[src/rtl/tsb_pkg.sv]
`timescale 1ns / 1ps
// ----------------------------------------------------------------------------
// tsb_pkg: shared types and constants for the texture slot batcher
// Field widths, default sizes, the controller state type and the control
// word that the controller broadcasts to the slot cells.
// ----------------------------------------------------------------------------
package tsb_pkg;

  // Field widths of the input and result words
  localparam int TEX_ID_W     = 32;
  localparam int OUT_SLOT_W   = 4;
  localparam int OUT_BATCH_W  = 6;
  localparam int OUT_RECT_W   = 16;

  // Default sizes
  localparam int DEF_TEX_SLOTS   = 16;
  localparam int DEF_MAX_BATCHES = 64;
  localparam int DEF_MAX_RECTS   = 65536;

  // Controller states
  typedef enum logic [0:0] {
    TSB_IDLE,
    TSB_LOOKUP
  } tsb_state_t;

  // Control broadcast to every slot cell
  typedef struct packed {
    logic cmp;  // capture the compare result against the incoming id
    logic wr;   // write the held id into the selected cell
    logic clr;  // drop all entries (new batch)
  } tsb_cell_ctl_t;

endpackage

[src/rtl/tsb_cell.sv]
`timescale 1ns / 1ps
// ----------------------------------------------------------------------------
// tsb_cell: one texture slot of the current batch
// Holds one texture id and its used flag, registers a hit against the
// incoming id, and passes the first-hit chain on to the next cell.
// ----------------------------------------------------------------------------
module tsb_cell #(
  parameter int SLOT_W = 4,
  parameter int IDX    = 0
) (
  input  logic                          clk,
  input  logic                          rst_n,
  input  tsb_pkg::tsb_cell_ctl_t        ctl,
  input  logic [tsb_pkg::TEX_ID_W-1:0]  cmp_id,
  input  logic [tsb_pkg::TEX_ID_W-1:0]  wr_id,
  input  logic [SLOT_W-1:0]             wr_idx,
  input  logic                          found_in,
  input  logic [SLOT_W-1:0]             idx_in,
  output logic                          found_out,
  output logic [SLOT_W-1:0]             idx_out
);

  localparam logic [SLOT_W-1:0] MY_IDX = SLOT_W'(IDX);

  logic [tsb_pkg::TEX_ID_W-1:0] id_r;
  logic                         used_r, used_nxt;
  logic                         hit_r, hit_nxt;
  logic                         sel;
  logic                         first;

  assign sel = ctl.wr && (wr_idx == MY_IDX);

  // Used flag: cleared on a new batch, set when written
  always_comb begin
    used_nxt = used_r;
    if (ctl.clr) begin
      used_nxt = sel;
    end else if (sel) begin
      used_nxt = 1'b1;
    end
  end

  // Hit flag captured when a word is taken in
  always_comb begin
    hit_nxt = hit_r;
    if (ctl.cmp) begin
      hit_nxt = used_r && (id_r == cmp_id);
    end
  end

  always_ff @(posedge clk) begin
    if (!rst_n) begin
      used_r <= 1'b0;
      hit_r  <= 1'b0;
    end else begin
      used_r <= used_nxt;
      hit_r  <= hit_nxt;
    end
  end

  // Stored id, no reset needed
  always_ff @(posedge clk) begin
    if (sel) begin
      id_r <= wr_id;
    end
  end

  // First-hit chain toward the higher slots
  assign first     = hit_r && !found_in;
  assign found_out = found_in || hit_r;
  assign idx_out   = first ? MY_IDX : idx_in;

endmodule

[src/rtl/texture_slot_batcher.sv]
`timescale 1ns / 1ps
// ----------------------------------------------------------------------------
// texture_slot_batcher: assigns texture slots and batches to rectangles
// Looks a texture id up in the current batch's slot cells, appends it to a free
// slot or opens a new batch when every slot is taken, and flags overflow.
// ----------------------------------------------------------------------------
//  Channel  Ports                                          Direction
//  in       in_valid, in_stall, in_tex_id                  word in
//  out      out_valid, out_stall, out_slot, out_batch_num, word out
//           out_opened_batch, out_batch_first_rect,
//           out_rect_num, out_overflow
//
//  Each word is compared in every slot cell when it is taken; then, in the
//  lookup state, the first hit is resolved through the cell chain and the state updated.
//  A stalled result holds in the output register; the next word is taken
//  while it waits and its lookup finishes once the register frees up.
//  Reset (rst_n, synchronous) empties the slot cells and zeroes the batch
//  and rectangle counters; no clearing pass is needed.
// ----------------------------------------------------------------------------
module texture_slot_batcher #(
  parameter int TEX_SLOTS   = tsb_pkg::DEF_TEX_SLOTS,
  parameter int MAX_BATCHES = tsb_pkg::DEF_MAX_BATCHES,
  parameter int MAX_RECTS   = tsb_pkg::DEF_MAX_RECTS
) (
  input  logic                             clk,
  input  logic                             rst_n,
  input  logic                             in_valid,
  output logic                             in_stall,
  input  logic [tsb_pkg::TEX_ID_W-1:0]     in_tex_id,
  output logic                             out_valid,
  input  logic                             out_stall,
  output logic [tsb_pkg::OUT_SLOT_W-1:0]   out_slot,
  output logic [tsb_pkg::OUT_BATCH_W-1:0]  out_batch_num,
  output logic                             out_opened_batch,
  output logic [tsb_pkg::OUT_RECT_W-1:0]   out_batch_first_rect,
  output logic [tsb_pkg::OUT_RECT_W-1:0]   out_rect_num,
  output logic                             out_overflow
);

  localparam int SLOT_W  = (TEX_SLOTS > 1) ? $clog2(TEX_SLOTS) : 1;
  localparam int SU_W    = $clog2(TEX_SLOTS + 1);
  localparam int BATCH_W = (MAX_BATCHES > 1) ? $clog2(MAX_BATCHES) : 1;
  localparam int RECT_W  = $clog2(MAX_RECTS + 1);
  localparam int OS_W    = tsb_pkg::OUT_SLOT_W;
  localparam int OB_W    = tsb_pkg::OUT_BATCH_W;
  localparam int OR_W    = tsb_pkg::OUT_RECT_W;

  localparam logic [SU_W-1:0]    SLOTS_FULL = SU_W'(TEX_SLOTS);
  localparam logic [BATCH_W-1:0] LAST_BATCH = BATCH_W'(MAX_BATCHES - 1);
  localparam logic [RECT_W-1:0]  RECTS_FULL = RECT_W'(MAX_RECTS);

  // State
  tsb_pkg::tsb_state_t            state_r, state_nxt;
  logic [tsb_pkg::TEX_ID_W-1:0]   tex_id_r;
  logic [SU_W-1:0]                slots_used_r, slots_used_nxt;
  logic [BATCH_W-1:0]             cur_batch_r, cur_batch_nxt;
  logic [RECT_W-1:0]              batch_start_r, batch_start_nxt;
  logic [RECT_W-1:0]              rect_count_r, rect_count_nxt;

  // Output register
  logic                           out_valid_r, out_valid_nxt;
  logic [SLOT_W-1:0]              o_slot_r, o_slot_nxt;
  logic [BATCH_W-1:0]             o_batch_r, o_batch_nxt;
  logic                           o_opened_r, o_opened_nxt;
  logic [RECT_W-1:0]              o_start_r, o_start_nxt;
  logic [RECT_W-1:0]              o_rect_r, o_rect_nxt;
  logic                           o_ovf_r, o_ovf_nxt;

  // Cell chain
  tsb_pkg::tsb_cell_ctl_t         ctl;
  logic [SLOT_W-1:0]              wr_idx;
  logic [TEX_SLOTS:0]             found_c;
  logic [SLOT_W-1:0]              idx_c [TEX_SLOTS+1];

  logic in_take, out_free;
  logic found, full, ovf_rect, need_new, ovf, opened;

  assign found_c[0] = 1'b0;
  assign idx_c[0]   = '0;

  genvar g;
  generate
    for (g = 0; g < TEX_SLOTS; g++) begin : g_cell
      tsb_cell #(
        .SLOT_W (SLOT_W),
        .IDX    (g)
      ) u_cell (
        .clk       (clk),
        .rst_n     (rst_n),
        .ctl       (ctl),
        .cmp_id    (in_tex_id),
        .wr_id     (tex_id_r),
        .wr_idx    (wr_idx),
        .found_in  (found_c[g]),
        .idx_in    (idx_c[g]),
        .found_out (found_c[g+1]),
        .idx_out   (idx_c[g+1])
      );
    end
  endgenerate

  assign in_stall = (state_r != tsb_pkg::TSB_IDLE);
  assign in_take  = in_valid && !in_stall;
  assign out_free = !out_valid_r || !out_stall;

  // Lookup decision
  assign found    = found_c[TEX_SLOTS];
  assign full     = (slots_used_r == SLOTS_FULL);
  assign ovf_rect = (rect_count_r == RECTS_FULL);
  assign need_new = !found && full;
  assign ovf      = ovf_rect || (need_new && (cur_batch_r == LAST_BATCH));
  assign opened   = !ovf && need_new;
  assign wr_idx   = opened ? '0 : slots_used_r[SLOT_W-1:0];

  // Next state, cell control and result
  always_comb begin
    state_nxt       = state_r;
    slots_used_nxt  = slots_used_r;
    cur_batch_nxt   = cur_batch_r;
    batch_start_nxt = batch_start_r;
    rect_count_nxt  = rect_count_r;
    out_valid_nxt   = out_valid_r && out_stall;
    o_slot_nxt      = o_slot_r;
    o_batch_nxt     = o_batch_r;
    o_opened_nxt    = o_opened_r;
    o_start_nxt     = o_start_r;
    o_rect_nxt      = o_rect_r;
    o_ovf_nxt       = o_ovf_r;
    ctl.cmp         = 1'b0;
    ctl.wr          = 1'b0;
    ctl.clr         = 1'b0;
    unique case (state_r)
      tsb_pkg::TSB_IDLE: begin
        if (in_take) begin
          ctl.cmp   = 1'b1;
          state_nxt = tsb_pkg::TSB_LOOKUP;
        end
      end
      tsb_pkg::TSB_LOOKUP: begin
        if (out_free) begin
          state_nxt     = tsb_pkg::TSB_IDLE;
          out_valid_nxt = 1'b1;
          o_rect_nxt    = rect_count_r;
          o_ovf_nxt     = ovf;
          o_opened_nxt  = opened;
          if (ovf) begin
            o_slot_nxt  = '0;
            o_batch_nxt = cur_batch_r;
            o_start_nxt = batch_start_r;
          end else begin
            rect_count_nxt = rect_count_r + 1'b1;
            if (found) begin
              o_slot_nxt = idx_c[TEX_SLOTS];
            end else begin
              ctl.wr         = 1'b1;
              o_slot_nxt     = wr_idx;
              slots_used_nxt = opened ? SU_W'(1) : slots_used_r + 1'b1;
            end
            if (opened) begin
              ctl.clr         = 1'b1;
              cur_batch_nxt   = cur_batch_r + 1'b1;
              batch_start_nxt = rect_count_r;
            end
            o_batch_nxt = opened ? cur_batch_r + 1'b1 : cur_batch_r;
            o_start_nxt = opened ? rect_count_r : batch_start_r;
          end
        end
      end
      default: state_nxt = tsb_pkg::TSB_IDLE;
    endcase
  end

  // State register
  always_ff @(posedge clk) begin
    if (!rst_n) begin
      state_r       <= tsb_pkg::TSB_IDLE;
      slots_used_r  <= '0;
      cur_batch_r   <= '0;
      batch_start_r <= '0;
      rect_count_r  <= '0;
      out_valid_r   <= 1'b0;
    end else begin
      state_r       <= state_nxt;
      slots_used_r  <= slots_used_nxt;
      cur_batch_r   <= cur_batch_nxt;
      batch_start_r <= batch_start_nxt;
      rect_count_r  <= rect_count_nxt;
      out_valid_r   <= out_valid_nxt;
    end
  end

  // Payload registers
  always_ff @(posedge clk) begin
    if (in_take) begin
      tex_id_r <= in_tex_id;
    end
    o_slot_r   <= o_slot_nxt;
    o_batch_r  <= o_batch_nxt;
    o_opened_r <= o_opened_nxt;
    o_start_r  <= o_start_nxt;
    o_rect_r   <= o_rect_nxt;
    o_ovf_r    <= o_ovf_nxt;
  end

  // Result fields: low bits of each value, zero-extended where narrower
  logic [SLOT_W+OS_W-1:0]  slot_ext;
  logic [BATCH_W+OB_W-1:0] batch_ext;
  logic [RECT_W+OR_W-1:0]  start_ext;
  logic [RECT_W+OR_W-1:0]  rect_ext;

  assign slot_ext  = {{OS_W{1'b0}}, o_slot_r};
  assign batch_ext = {{OB_W{1'b0}}, o_batch_r};
  assign start_ext = {{OR_W{1'b0}}, o_start_r};
  assign rect_ext  = {{OR_W{1'b0}}, o_rect_r};

  assign out_valid            = out_valid_r;
  assign out_slot             = slot_ext[OS_W-1:0];
  assign out_batch_num        = batch_ext[OB_W-1:0];
  assign out_opened_batch     = o_opened_r;
  assign out_batch_first_rect = start_ext[OR_W-1:0];
  assign out_rect_num         = rect_ext[OR_W-1:0];
  assign out_overflow         = o_ovf_r;

endmodule

[config.mk]
export PLATFORM = sky130hd
export DESIGN_NAME = texture_slot_batcher
export DESIGN_NICKNAME = d
export VERILOG_FILES = /design/src/rtl/tsb_pkg.sv /design/src/rtl/tsb_cell.sv /design/src/rtl/texture_slot_batcher.sv
export SDC_FILE = /design/constraint.sdc
export NUM_CORES = 1
export LEC_CHECK = 0
export BUFFER_PORTS_ARGS = -buffer_cell sky130_fd_sc_hd__buf_2
export CAP_MARGIN = 20
export CORE_MARGIN = 2
export CORE_UTILIZATION = 56
export CTS_CLUSTER_DIAMETER = 60
export DETAILED_ROUTE_END_ITERATION = 8
export PLACE_DENSITY = 0.76
export SYNTH_ARGS = -nofsm -noshare
export SYNTH_HDL_FRONTEND = slang
export SYNTH_HIERARCHICAL = 1
export SYNTH_SLANG_ARGS = --single-unit
[constraint.sdc]
create_clock -name clk -period 8.88 [get_ports clk]
set_input_delay 2.22 -clock clk [delete_from_list [all_inputs] [get_ports clk]]
set_output_delay 2.22 -clock clk [all_outputs]
set_load 0.03 [all_outputs]
== After elaboration in Yosys (flattened, before gate mapping) ==
Index checks and enable logic that the tools add are counted.

* Add/sub/neg operators: 3
* Eq/ne operators: 34
* Muxes and demuxes: 65
* Bitwise gates (word level): 3
* Reduce and logical (&&, ||, !) cells: 109

{| class="wikitable"
|+ Operators by type and width
! kind !! number
|-
| equality test 32 bit || 16
|-
| logical AND 1 bit || 52
|-
| 2-to-1 mux 1 bit || 40
|-
| 2-to-1 mux 4 bit || 10
|-
| 2-to-1 mux 17 bit || 2
|-
| equality test 4 bit (second input constant) || 8
|-
| nonzero test 2 bit || 16
|-
| zero test 1 bit || 20
|-
| adder 17 x 1 -> 17 bit (second input constant) || 1
|-
| equality test 17 bit (second input constant) || 1
|-
| logical OR 1 bit || 17
|-
| equality test 4 x 3 -> 1 bit (second input constant) || 4
|-
| 2-to-1 mux 3 bit || 4
|-
| 2-to-1 mux 6 bit || 2
|-
| 2-to-1 mux 2 bit || 5
|-
| equality test 4 x 2 -> 1 bit (second input constant) || 2
|-
| adder 6 x 1 -> 6 bit (second input constant) || 1
|-
| equality test 6 bit (second input constant) || 1
|-
| adder 5 x 1 -> 5 bit (second input constant) || 1
|-
| equality test 5 bit (second input constant) || 1
|-
| 2-to-1 mux 5 bit || 1
|-
| equality test 4 x 1 -> 1 bit (second input constant) || 1
|-
| zero test 4 bit || 1
|-
| AND reduction 4 bit || 1
|-
| other kinds (4) || 6
|}

* Register bits: 667
* Input port bits: 36
* Logic and storage cells: 275

== Longest topological paths before layout ==
Gate-level depths: netlist of run 1.

* Depth in word-level cells: 28
* Mapped depth: 25

== Modules after synthesis ==
The synthesis of run 1 kept the hierarchy.

{| class="wikitable"
|+ By module, submodules not included
! module !! instances !! cells each !! area an instance (sq um) !! sequential area each (sq um)
|-
| tsb_cell (g_cell[0].u_cell ...) || 7 || 90 || 1,428.9 || 1,001.0
|-
| tsb_cell (g_cell[13].u_cell ...) || 4 || 90 || 1,426.4 || 1,001.0
|-
| texture_slot_batcher || 1 || 409 || 4,748.3 || 3,203.1
|-
| tsb_cell (g_cell[11].u_cell ...) || 2 || 90 || 1,432.6 || 1,001.0
|-
| tsb_cell (g_cell[1].u_cell ...) || 2 || 90 || 1,430.1 || 1,001.0
|-
| tsb_cell (g_cell[15].u_cell) || 1 || 91 || 1,428.9 || 1,001.0
|}

== Worst setup path after synthesis of run 1 ==
Ideal clock, no wire load.

* Path kind: register to register
* Start point: register g_cell[0].u_cell.hit_r
* End point: register g_cell[4].u_cell/id_r[0] (netlist bit) (enable)
* Arrival time: 9.211 ns
* Required time: 8.375 ns
* Slack: -0.836 ns
* Stages on the path, launching flop included: 24
* Path buffers: 1
* Period minus slack after synthesis: 9.716 ns
* Path through: dfxtp_1 -> or2_2 -> or2_2 -> or2_2 -> or2_2 -> or2_2 -> or2_2 -> or2_2 -> or2_2 -> or2_2 -> or2_2 -> or2_2 -> or2_2 -> or2_2 -> or2_2 -> or2_2 -> or2_2 -> nor4b_1 -> and2_1 -> nand3_1 -> inv_1 -> clkbuf_1 -> nor2_1 -> nor4_1

* Longest elaborated chain between the ends: 24
* Elaborated cells on any way between the ends: 28

{| class="wikitable"
|+ Ends and longest elaborated chain
! element !! line !! RTL
|-
| start: declaration || tsb_cell.sv:27 || <nowiki>logic hit_r, hit_nxt;</nowiki>
|-
| start signal: assignment || tsb_cell.sv:57 || <nowiki>hit_r <= hit_nxt;</nowiki>
|-
| logical OR 1 bit (*) || tsb_cell.sv:70 || <nowiki>assign found_out = found_in || hit_r;</nowiki>
|-
| net found_c[2] || texture_slot_batcher.sv:72 || <nowiki>logic [TEX_SLOTS:0] found_c;</nowiki>
|-
| logical OR 1 bit (*) || tsb_cell.sv:70 ||
|-
| net found_c[3] || texture_slot_batcher.sv:72 ||
|-
| logical OR 1 bit (*) || tsb_cell.sv:70 ||
|-
| net found_c[4] || texture_slot_batcher.sv:72 ||
|-
| logical OR 1 bit (*) || tsb_cell.sv:70 ||
|-
| net found_c[5] || texture_slot_batcher.sv:72 ||
|-
| [1 not listed] || - ||
|-
| net found_c[6] || texture_slot_batcher.sv:72 ||
|-
| [1 not listed] || - ||
|-
| net found_c[7] || texture_slot_batcher.sv:72 ||
|-
| [1 not listed] || - ||
|-
| net found_c[8] || texture_slot_batcher.sv:72 ||
|-
| [1 not listed] || - ||
|-
| net found_c[9] || texture_slot_batcher.sv:72 ||
|-
| [1 not listed] || - ||
|-
| net found_c[10] || texture_slot_batcher.sv:72 ||
|-
| [1 not listed] || - ||
|-
| net found_c[11] || texture_slot_batcher.sv:72 ||
|-
| [1 not listed] || - ||
|-
| net found_c[12] || texture_slot_batcher.sv:72 ||
|-
| [1 not listed] || - ||
|-
| net found_c[13] || texture_slot_batcher.sv:72 ||
|-
| [1 not listed] || - ||
|-
| net found_c[14] || texture_slot_batcher.sv:72 ||
|-
| [1 not listed] || - ||
|-
| net found_c[15] || texture_slot_batcher.sv:72 ||
|-
| [1 not listed] || - ||
|-
| net found || texture_slot_batcher.sv:76 || <nowiki>logic found, full, ovf_rect, need_new, ovf, opened;</nowiki>
|-
| [4 not listed] || - ||
|-
| zero test 1 bit || texture_slot_batcher.sv:112 || <nowiki>assign opened = !ovf && need_new;</nowiki>
|-
| logical AND 1 bit (*) || texture_slot_batcher.sv:112 ||
|-
| net opened || texture_slot_batcher.sv:76 ||
|-
| 2-to-1 mux 4 bit (*) || texture_slot_batcher.sv:113 || <nowiki>assign wr_idx = opened ? '0 : slots_used_r[SLOT_W-1:0];</nowiki>
|-
| net wr_idx[1] || texture_slot_batcher.sv:71 || <nowiki>logic [SLOT_W-1:0] wr_idx;</nowiki>
|-
| equality test 4 x 3 -> 1 bit (*) || tsb_cell.sv:31 || <nowiki>assign sel = ctl.wr && (wr_idx == MY_IDX);</nowiki>
|-
| logical AND 1 bit (*) || tsb_cell.sv:31 ||
|-
| net g_cell[4].u_cell.sel || tsb_cell.sv:28 || <nowiki>logic sel;</nowiki>
|-
| end signal: assignment || tsb_cell.sv:64 || <nowiki>id_r <= wr_id;</nowiki>
|-
| end: declaration || tsb_cell.sv:25 || <nowiki>logic [tsb_pkg::TEX_ID_W-1:0] id_r;</nowiki>
|}

The timed path passes the listed nets; every way through them passes the cells marked *.
A chain may end at the register's enable or synchronous reset.

== Final worst setup path of run 1 ==
* Start point: register g_cell[0].u_cell.hit_r
* End point: register g_cell[12].u_cell/id_r[27] (netlist bit) (enable)

* Longest elaborated chain between the ends: 24
* Elaborated cells on any way between the ends: 28

{| class="wikitable"
|+ Ends and longest elaborated chain
! element !! line !! RTL
|-
| logical OR 1 bit (*) || tsb_cell.sv:70 ||
|-
| net found_c[2] || texture_slot_batcher.sv:72 ||
|-
| logical OR 1 bit (*) || tsb_cell.sv:70 ||
|-
| net found_c[3] || texture_slot_batcher.sv:72 ||
|-
| logical OR 1 bit (*) || tsb_cell.sv:70 ||
|-
| net found_c[4] || texture_slot_batcher.sv:72 ||
|-
| logical OR 1 bit (*) || tsb_cell.sv:70 ||
|-
| net found_c[5] || texture_slot_batcher.sv:72 ||
|-
| [1 not listed] || - ||
|-
| net found_c[6] || texture_slot_batcher.sv:72 ||
|-
| [1 not listed] || - ||
|-
| net found_c[7] || texture_slot_batcher.sv:72 ||
|-
| [1 not listed] || - ||
|-
| net found_c[8] || texture_slot_batcher.sv:72 ||
|-
| [1 not listed] || - ||
|-
| net found_c[9] || texture_slot_batcher.sv:72 ||
|-
| [1 not listed] || - ||
|-
| net found_c[10] || texture_slot_batcher.sv:72 ||
|-
| [1 not listed] || - ||
|-
| net found_c[11] || texture_slot_batcher.sv:72 ||
|-
| [1 not listed] || - ||
|-
| net found_c[12] || texture_slot_batcher.sv:72 ||
|-
| [1 not listed] || - ||
|-
| net found_c[13] || texture_slot_batcher.sv:72 ||
|-
| [1 not listed] || - ||
|-
| net found_c[14] || texture_slot_batcher.sv:72 ||
|-
| [1 not listed] || - ||
|-
| net found_c[15] || texture_slot_batcher.sv:72 ||
|-
| [1 not listed] || - ||
|-
| net found || texture_slot_batcher.sv:76 ||
|-
| [3 not listed] || - ||
|-
| logical OR 1 bit || texture_slot_batcher.sv:111 || <nowiki>assign ovf = ovf_rect || (need_new && (cur_batch_r == LAST_BATCH));</nowiki>
|-
| zero test 1 bit || texture_slot_batcher.sv:112 ||
|-
| logical AND 1 bit (*) || texture_slot_batcher.sv:112 ||
|-
| 2-to-1 mux 4 bit (*) || texture_slot_batcher.sv:113 ||
|-
| net wr_idx[0] || texture_slot_batcher.sv:71 ||
|-
| equality test 4 bit (*) || tsb_cell.sv:31 ||
|-
| logical AND 1 bit (*) || tsb_cell.sv:31 ||
|-
| net g_cell[12].u_cell.sel || tsb_cell.sv:28 ||
|-
| end signal: assignment || tsb_cell.sv:64 ||
|-
| end: declaration || tsb_cell.sv:25 ||
|}

Marks and branches as above.

==> results of run 1 <==
[per-layer routing]
layer | vias to the layer above | wire length (microns) | GRT usage
met1 | 7890 | 25750 | 0.3353
li1 | 7074 | - | -
met4 | 0 | 1623 | 0.08383
met5 | - | 0 | 0
met3 | 109 | 4935 | 0.04372
met2 | 595 | 30220 | 0.4126
[cell usage after synthesis, types with 2 or more instances]
master    count  share of area
xnor2_1     467           0.15
nand3b_1     16         0.0044
o21a_1       16         0.0044
or4_2         2        0.00063
nor2b_1      17         0.0039
or4_1        11         0.0030
nor4b_1       3        0.00095
o21ai_0      25         0.0045
nand2_1      98          0.013
nand4_1     136          0.031
xor2_1       53          0.017
nor2_1       26         0.0035
and4b_1       2        0.00073
o31ai_1      14         0.0038
inv_1         9         0.0012
nand3_1      51         0.0092
or2_2        17         0.0039
mux2i_1       5         0.0018
ha_1          5         0.0023
and2_1       35         0.0079
nand2b_1     52          0.012
and4bb_2      2        0.00091
o41ai_1       2        0.00063
edfxtp_1    588           0.64
o221a_2       2        0.00082
nor3_1       17         0.0031
buf_2         6         0.0011
dfxtp_1      78          0.057
a21oi_1      18         0.0033
or3_1         4        0.00091
nand4b_1      6         0.0019
clkbuf_1     19         0.0026
nor4_1       39         0.0088
[where the power goes]
group / switching (mW) / total (mW) / internal, mW / leakage, nW
registers: 0.0737 / 3.52 / 3.45 / 5.95
clock network: 1.16 / 2.77 / 1.62 / 1.05
logic: 0.203 / 0.317 / 0.115 / 2.69
total: 1.43 / 6.61 / 5.18 / 9.69
[cell type report]
cell class	instances	area, sq um
Inverter	9	33.78
Clock inverter	30	304.0
Fill cell	3488	17750
Tap cell	664	830.8
Clock buffer	90	1847
Timing Repair Buffer	93	499.2
Multi-Input combinational cell	1154	8364
Sequential cell	666	19220
[path summary, 6_finish.rpt]
check | start | endpoint | cells past startpoint
worst max-delay path | g_cell[0].u_cell/hit_r$_SDFFE_PN0P_ | g_cell[12].u_cell/id_r[27]$_DFFE_PP_ | 25
worst min-delay path | batch_start_r[3]$_SDFFE_PN0P_ | batch_start_r[3]$_SDFFE_PN0P_ | 2
worst max register to register | g_cell[0].u_cell/hit_r$_SDFFE_PN0P_ | g_cell[12].u_cell/id_r[27]$_DFFE_PP_ | 25
worst min register to register | batch_start_r[3]$_SDFFE_PN0P_ | batch_start_r[3]$_SDFFE_PN0P_ | 2
[sequential cells by signal, summed over array words and instances, names as in the netlist, 16 cells and up]
name and cells:
batch_start_r 16, g_cell.u_cell/hit_r 16, g_cell.u_cell/id_r 512, g_cell.u_cell/used_r 16
o_rect_r 16, o_start_r 16, rect_count_r 17, tex_id_r 32
[tightest hold or removal path: cells and delay by family, from the launching register on]
kind | cells | cell delay, ps
DFF | 1 | 310
AOI/OAI and AO/OA | 1 | 60
and+or+nand+nor | 1 | 50
[cell families after synthesis]
| family | share of synthesized area |
|---|---|
| compound gates | 0.01781 |
| xor+xnor | 0.1650 |
| fa+ha+maj | 0.002266 |
| buf+inv | 0.005030 |
| flops | 0.6961 |
| mux | 0.001813 |
| other cells | 0.0001358 |
| simple gates | 0.1119 |
==> reports/qor.yml, run 1 <==
final_antenna_net_count: 0
num_vias: 15668
fmax_mhz: 128.6
tns_ps: 0
worst-path-buf-inv: 3
period_share: 0.8759
antenna_found_initial: 1
initial_core_util: 0.5652
io_pins: 82
syn_area_per_cell_sq_um: 14.92
final_cells: 2706
cts_resized: 0
maxSlewViolCount: 0
grt_pass1_wl_microns: 92600
clk_latency_ps: 610
wl_microns: 62520
final_util: 0.6366
end_kind: "flop"
crit_top_cell: "or2_2"
ir_drop_v: 0.0001915
num_rows: 81
drc_errors: 0
synth_ff_type: "edfxtp_1"
ff2ff_setup_slack_ps: 1100
drtIter0Drc: 1691
cpPeakStageDelay_ps: 810
synth_edf_count: 588
final_common_cell: "edfxtp_1"
cts_buffers: 68
clock-sinks: 666
gp_congestion: 0.7941
fin_nets: 2033
dr.pass1.iters: 6
syn_inst: 1850
antenna_cells: 0
portBuffers: 81
startpoint_type: "flop"
yosysWarningCount: 6
grt_start_max_net_pins: 65
die_h_microns: 226.0
hold_ws_ps: 471.8
dp_slack_ps: 1173
cts_setup_buffers: 0
async_reset_ff_frac: 0
finalPower_mw: 6.611
wire_per_inst_microns: 23.11
synth_seq_area_share: 0.6961
layout_setup_ws_ps: 1102
placed_area_sq_mm: 0.02894
syn-cell-area_sq_mm: 0.02761
layout-drive-gt1-share: 0.1126
overflow: 0
worst_pin_slew_ps: 1024
htreeDepth: 3
crit_fanout: 33
syn_to_final_growth_pct: 12.63
finalSetupViolations: 0
finalHoldViolCount: 0
dieArea_sq_mm: 0.05110
die_width_microns: 226.0
final_area_sq_mm: 0.03110
cts_root_buf: "clkbuf_16"
dpl.hpwl_microns: 35600
postCtsHoldBufs: 0
skew_ps: 30.15
outcome: "finished clean"
crit_family: "simple AND/OR/NAND/NOR gates"
dp_cells: 2585
ys_ff_latch: 666
ys_types: 42
grt_usage: 0.2490
rsz0062_at_grt: "false"
hp-class: "flop to flop"
grt_pass1_vias: 15290
p_leak_nw: 9.690
vias_per_cell: 5.790
worstPathRequired_ps: 9080
cts.path.max_buffers: 3
critPathArrivalTime_ps: 7980
core_sq_mm: 0.04885
period_minus_slack_ps: 7778
slew_headroom: 0.3170
max_cap_violations: 0
cts_tree: "yes"
clk_pin_slew_ps: 60
final_cell_mix: "edfxtp_1 (588), xnor2_1 (467), nand4_1 (136)"
crit_path_top_delay_cell: "nor2_4"
power.density_mw_per_mm2: 212.6
critPathKind: "flop to flop"
No activity file was read; power rests on OpenSTA's default activity.
==> run 2: changes to the inputs <==
- CORE_ASPECT_RATIO: unset -> 0.75
==> run 2 against run 1 <==
Hold slack about the same. Worst setup slack improved by 120 ps. Final cell count decreased by 0.78%. Register-to-register slack improved by 120 ps. Critical path depth unchanged. Via count increased by 0.92%. Core utilization decreased by 0.21 points. Die area about the same. Largest cell class unchanged. Maximum frequency increased by 1.6%. Non-clock buffer count unchanged.
==> reports/qor.yml, run 2 (synthesis gave the netlist of run 1 again) <==
outcome: "finished clean"
largestRegisters: "g_cell.u_cell/id_r x512, tex_id_r x32, rect_count_r x17"
hp-class: "flop to flop"
grt_pass1_wl_microns: 93980  # +1.5%
grt_pass1_vias: 15340  # +0.33%
critPathKind: "flop to flop"
final_common_cell: "edfxtp_1"
rsz0062_at_grt: "false"
largest-register: "g_cell.u_cell/id_r"
worstPathRequired_ps: 9120  # +40 ps
fmax_mhz: 130.6  # +1.6%
clock-sinks: 666  # unchanged
syn_to_final_growth_pct: 11.91
period_share: 0.8623  # -0.01356
finalHoldViolCount: 0  # unchanged
grt_start_max_net_pins: 70  # +7.7%
cts_setup_buffers: 0  # unchanged
largest_register_ffs: 512  # unchanged
postCtsHoldBufs: 0  # unchanged
dieArea_sq_mm: 0.05111  # about the same
max_cap_violations: 0  # unchanged
wl_microns: 63270  # +1.2%
cts_resized: 0  # unchanged
multi_input_area_sq_mm: 0.008364  # unchanged
cts_buffers: 61  # -10%
finalSetupViolations: 0  # unchanged
htreeDepth: 2  # -1
maxSlewViolCount: 0  # unchanged
die_width_microns: 260.4  # +15%
dr.pass1.iters: 5  # -1
final_cells: 2685  # -0.78%
crit_fanout: 33  # unchanged
startpoint_type: "flop"
worst_pin_slew_ps: 1033  # +8.787 ps
cts.path.max_buffers: 3  # unchanged
fin_nets: 2026  # -0.34%
antenna_found_initial: 1  # unchanged
io_pins: 82  # unchanged
dp_cells: 2570  # -0.58%
num_rows: 70  # -14%
ir_drop_v: 0.0002061  # +7.6%
vias_per_cell: 5.889  # +1.7%
power.density_mw_per_mm2: 207.4  # -2.5%
cts_tree: "yes"
final_antenna_net_count: 0  # unchanged
grt_usage: 0.2511  # +0.002005
register_area_sq_mm: 0.01922  # unchanged
initial_core_util: 0.5670  # +0.001772
slew_headroom: 0.3095  # -0.007492
end_kind: "flop"
wire_per_inst_microns: 23.57  # +2.0%
portBuffers: 81  # unchanged
layout-drive-gt1-share: 0.1100  # -0.002615
skew_ps: 29.33  # -0.8152 ps
overflow: 0  # unchanged
p_leak_nw: 9.618  # -0.75%
gp_congestion: 0.7980  # +0.49%
nFillCells: 3495  # +0.20%
final_util: 0.6345  # -0.002089
drc_errors: 0  # unchanged
die_h_microns: 196.3  # -13%
drtIter0Drc: 1555  # -8.0%
dpl.hpwl_microns: 36710  # +3.1%
final_cell_mix: "edfxtp_1 (588), xnor2_1 (467), nand4_1 (136)"
period_minus_slack_ps: 7657  # -120.4 ps
clk_latency_ps: 640  # +30 ps
core_sq_mm: 0.04870  # -0.31%
num_vias: 15812  # +0.92%
cts_root_buf: "clkbuf_16"
critPathArrivalTime_ps: 7900  # -80 ps
clk_pin_slew_ps: 60  # about the same
run 2: final cells by class:
class                   instances  share of cell area
well taps                     648             0.02624
clock inverters                36            0.009395
inverters                       9            0.001093
repair buffers                 93             0.01604
multi-input cells            1154              0.2707
diodes                          1          0.00008099
flip-flops and latches        666              0.6220
clock buffers                  78             0.05446
run 2: where the power goes:
part | internal, mW | leakage, nW | total [mW] | switching, mW
logic | 0.115 | 2.69 | 0.320 | 0.205
clock network | 1.45 | 0.975 | 2.57 | 1.12
registers | 3.45 | 5.95 | 3.52 | 0.0750
run 2: critical path, cell delays in order (launching register included):
cell and delay, ps:
dfxtp_1 310, or2_2 290, or2_2 270, or2_2 270, or2_2 280, or2_2 280
or2_2 280, or2_2 270, or2_2 270, or2_2 270, or2_2 270, or2_2 270
or2_2 280, or2_2 280, or2_2 270, or2_2 270, or2_2 380, nor4b_1 480
and2_1 230, nand3_1 100, inv_1 80, buf_4 260, nor2_1 80, buf_4 220
nand4b_1 240, nor2_4 750
run 2: per-stage QoR:
| stage | power [mW] | setup TNS (ps) | hold WS [ps] | setup slack [ps] | instance area, sq um |
|---|---|---|---|---|---|
| 2_1_floorplan | 3.726 | -55020 | 402.9 | -835.8 | 27630 |
| 3_3_place_gp | 3.892 | 0 | 453.5 | 1355 | 28920 |
| 3_5_place_dp | 3.903 | 0 | 464.0 | 1218 | 28920 |
| 4_1_cts | 6.443 | 0 | 476.5 | 1222 | 30900 |
| 5_1_grt | 6.589 | 0 | 497.1 | 812.7 | 30900 |
| 6_report | 6.407 | 0 | 471.3 | 1223 | 30900 |
run 2: final timing paths:
kind	startpoint	to	slack, ps	cells past startpoint
setup reg to reg	g_cell[0].u_cell/hit_r$_SDFFE_PN0P_	g_cell[12].u_cell/id_r[12]$_DFFE_PP_	1220	25
hold reg to reg	batch_start_r[7]$_SDFFE_PN0P_	batch_start_r[7]$_SDFFE_PN0P_	470	2
hold / removal	batch_start_r[7]$_SDFFE_PN0P_	batch_start_r[7]$_SDFFE_PN0P_	470	2
setup / recovery	g_cell[0].u_cell/hit_r$_SDFFE_PN0P_	g_cell[12].u_cell/id_r[12]$_DFFE_PP_	1220	25
run 2: routing by layer:
| metal | vias to the layer above | GRT usage | part of all wire |
|---|---|---|---|
| met3 | 111 | 0.05956 | 0.10 |
| met4 | 0 | 0.06942 | 0.022 |
| met1 | 7876 | 0.3652 | 0.42 |
| met5 | - | 0 | 0 |
| li1 | 7083 | - | - |
| met2 | 742 | 0.3812 | 0.45 |
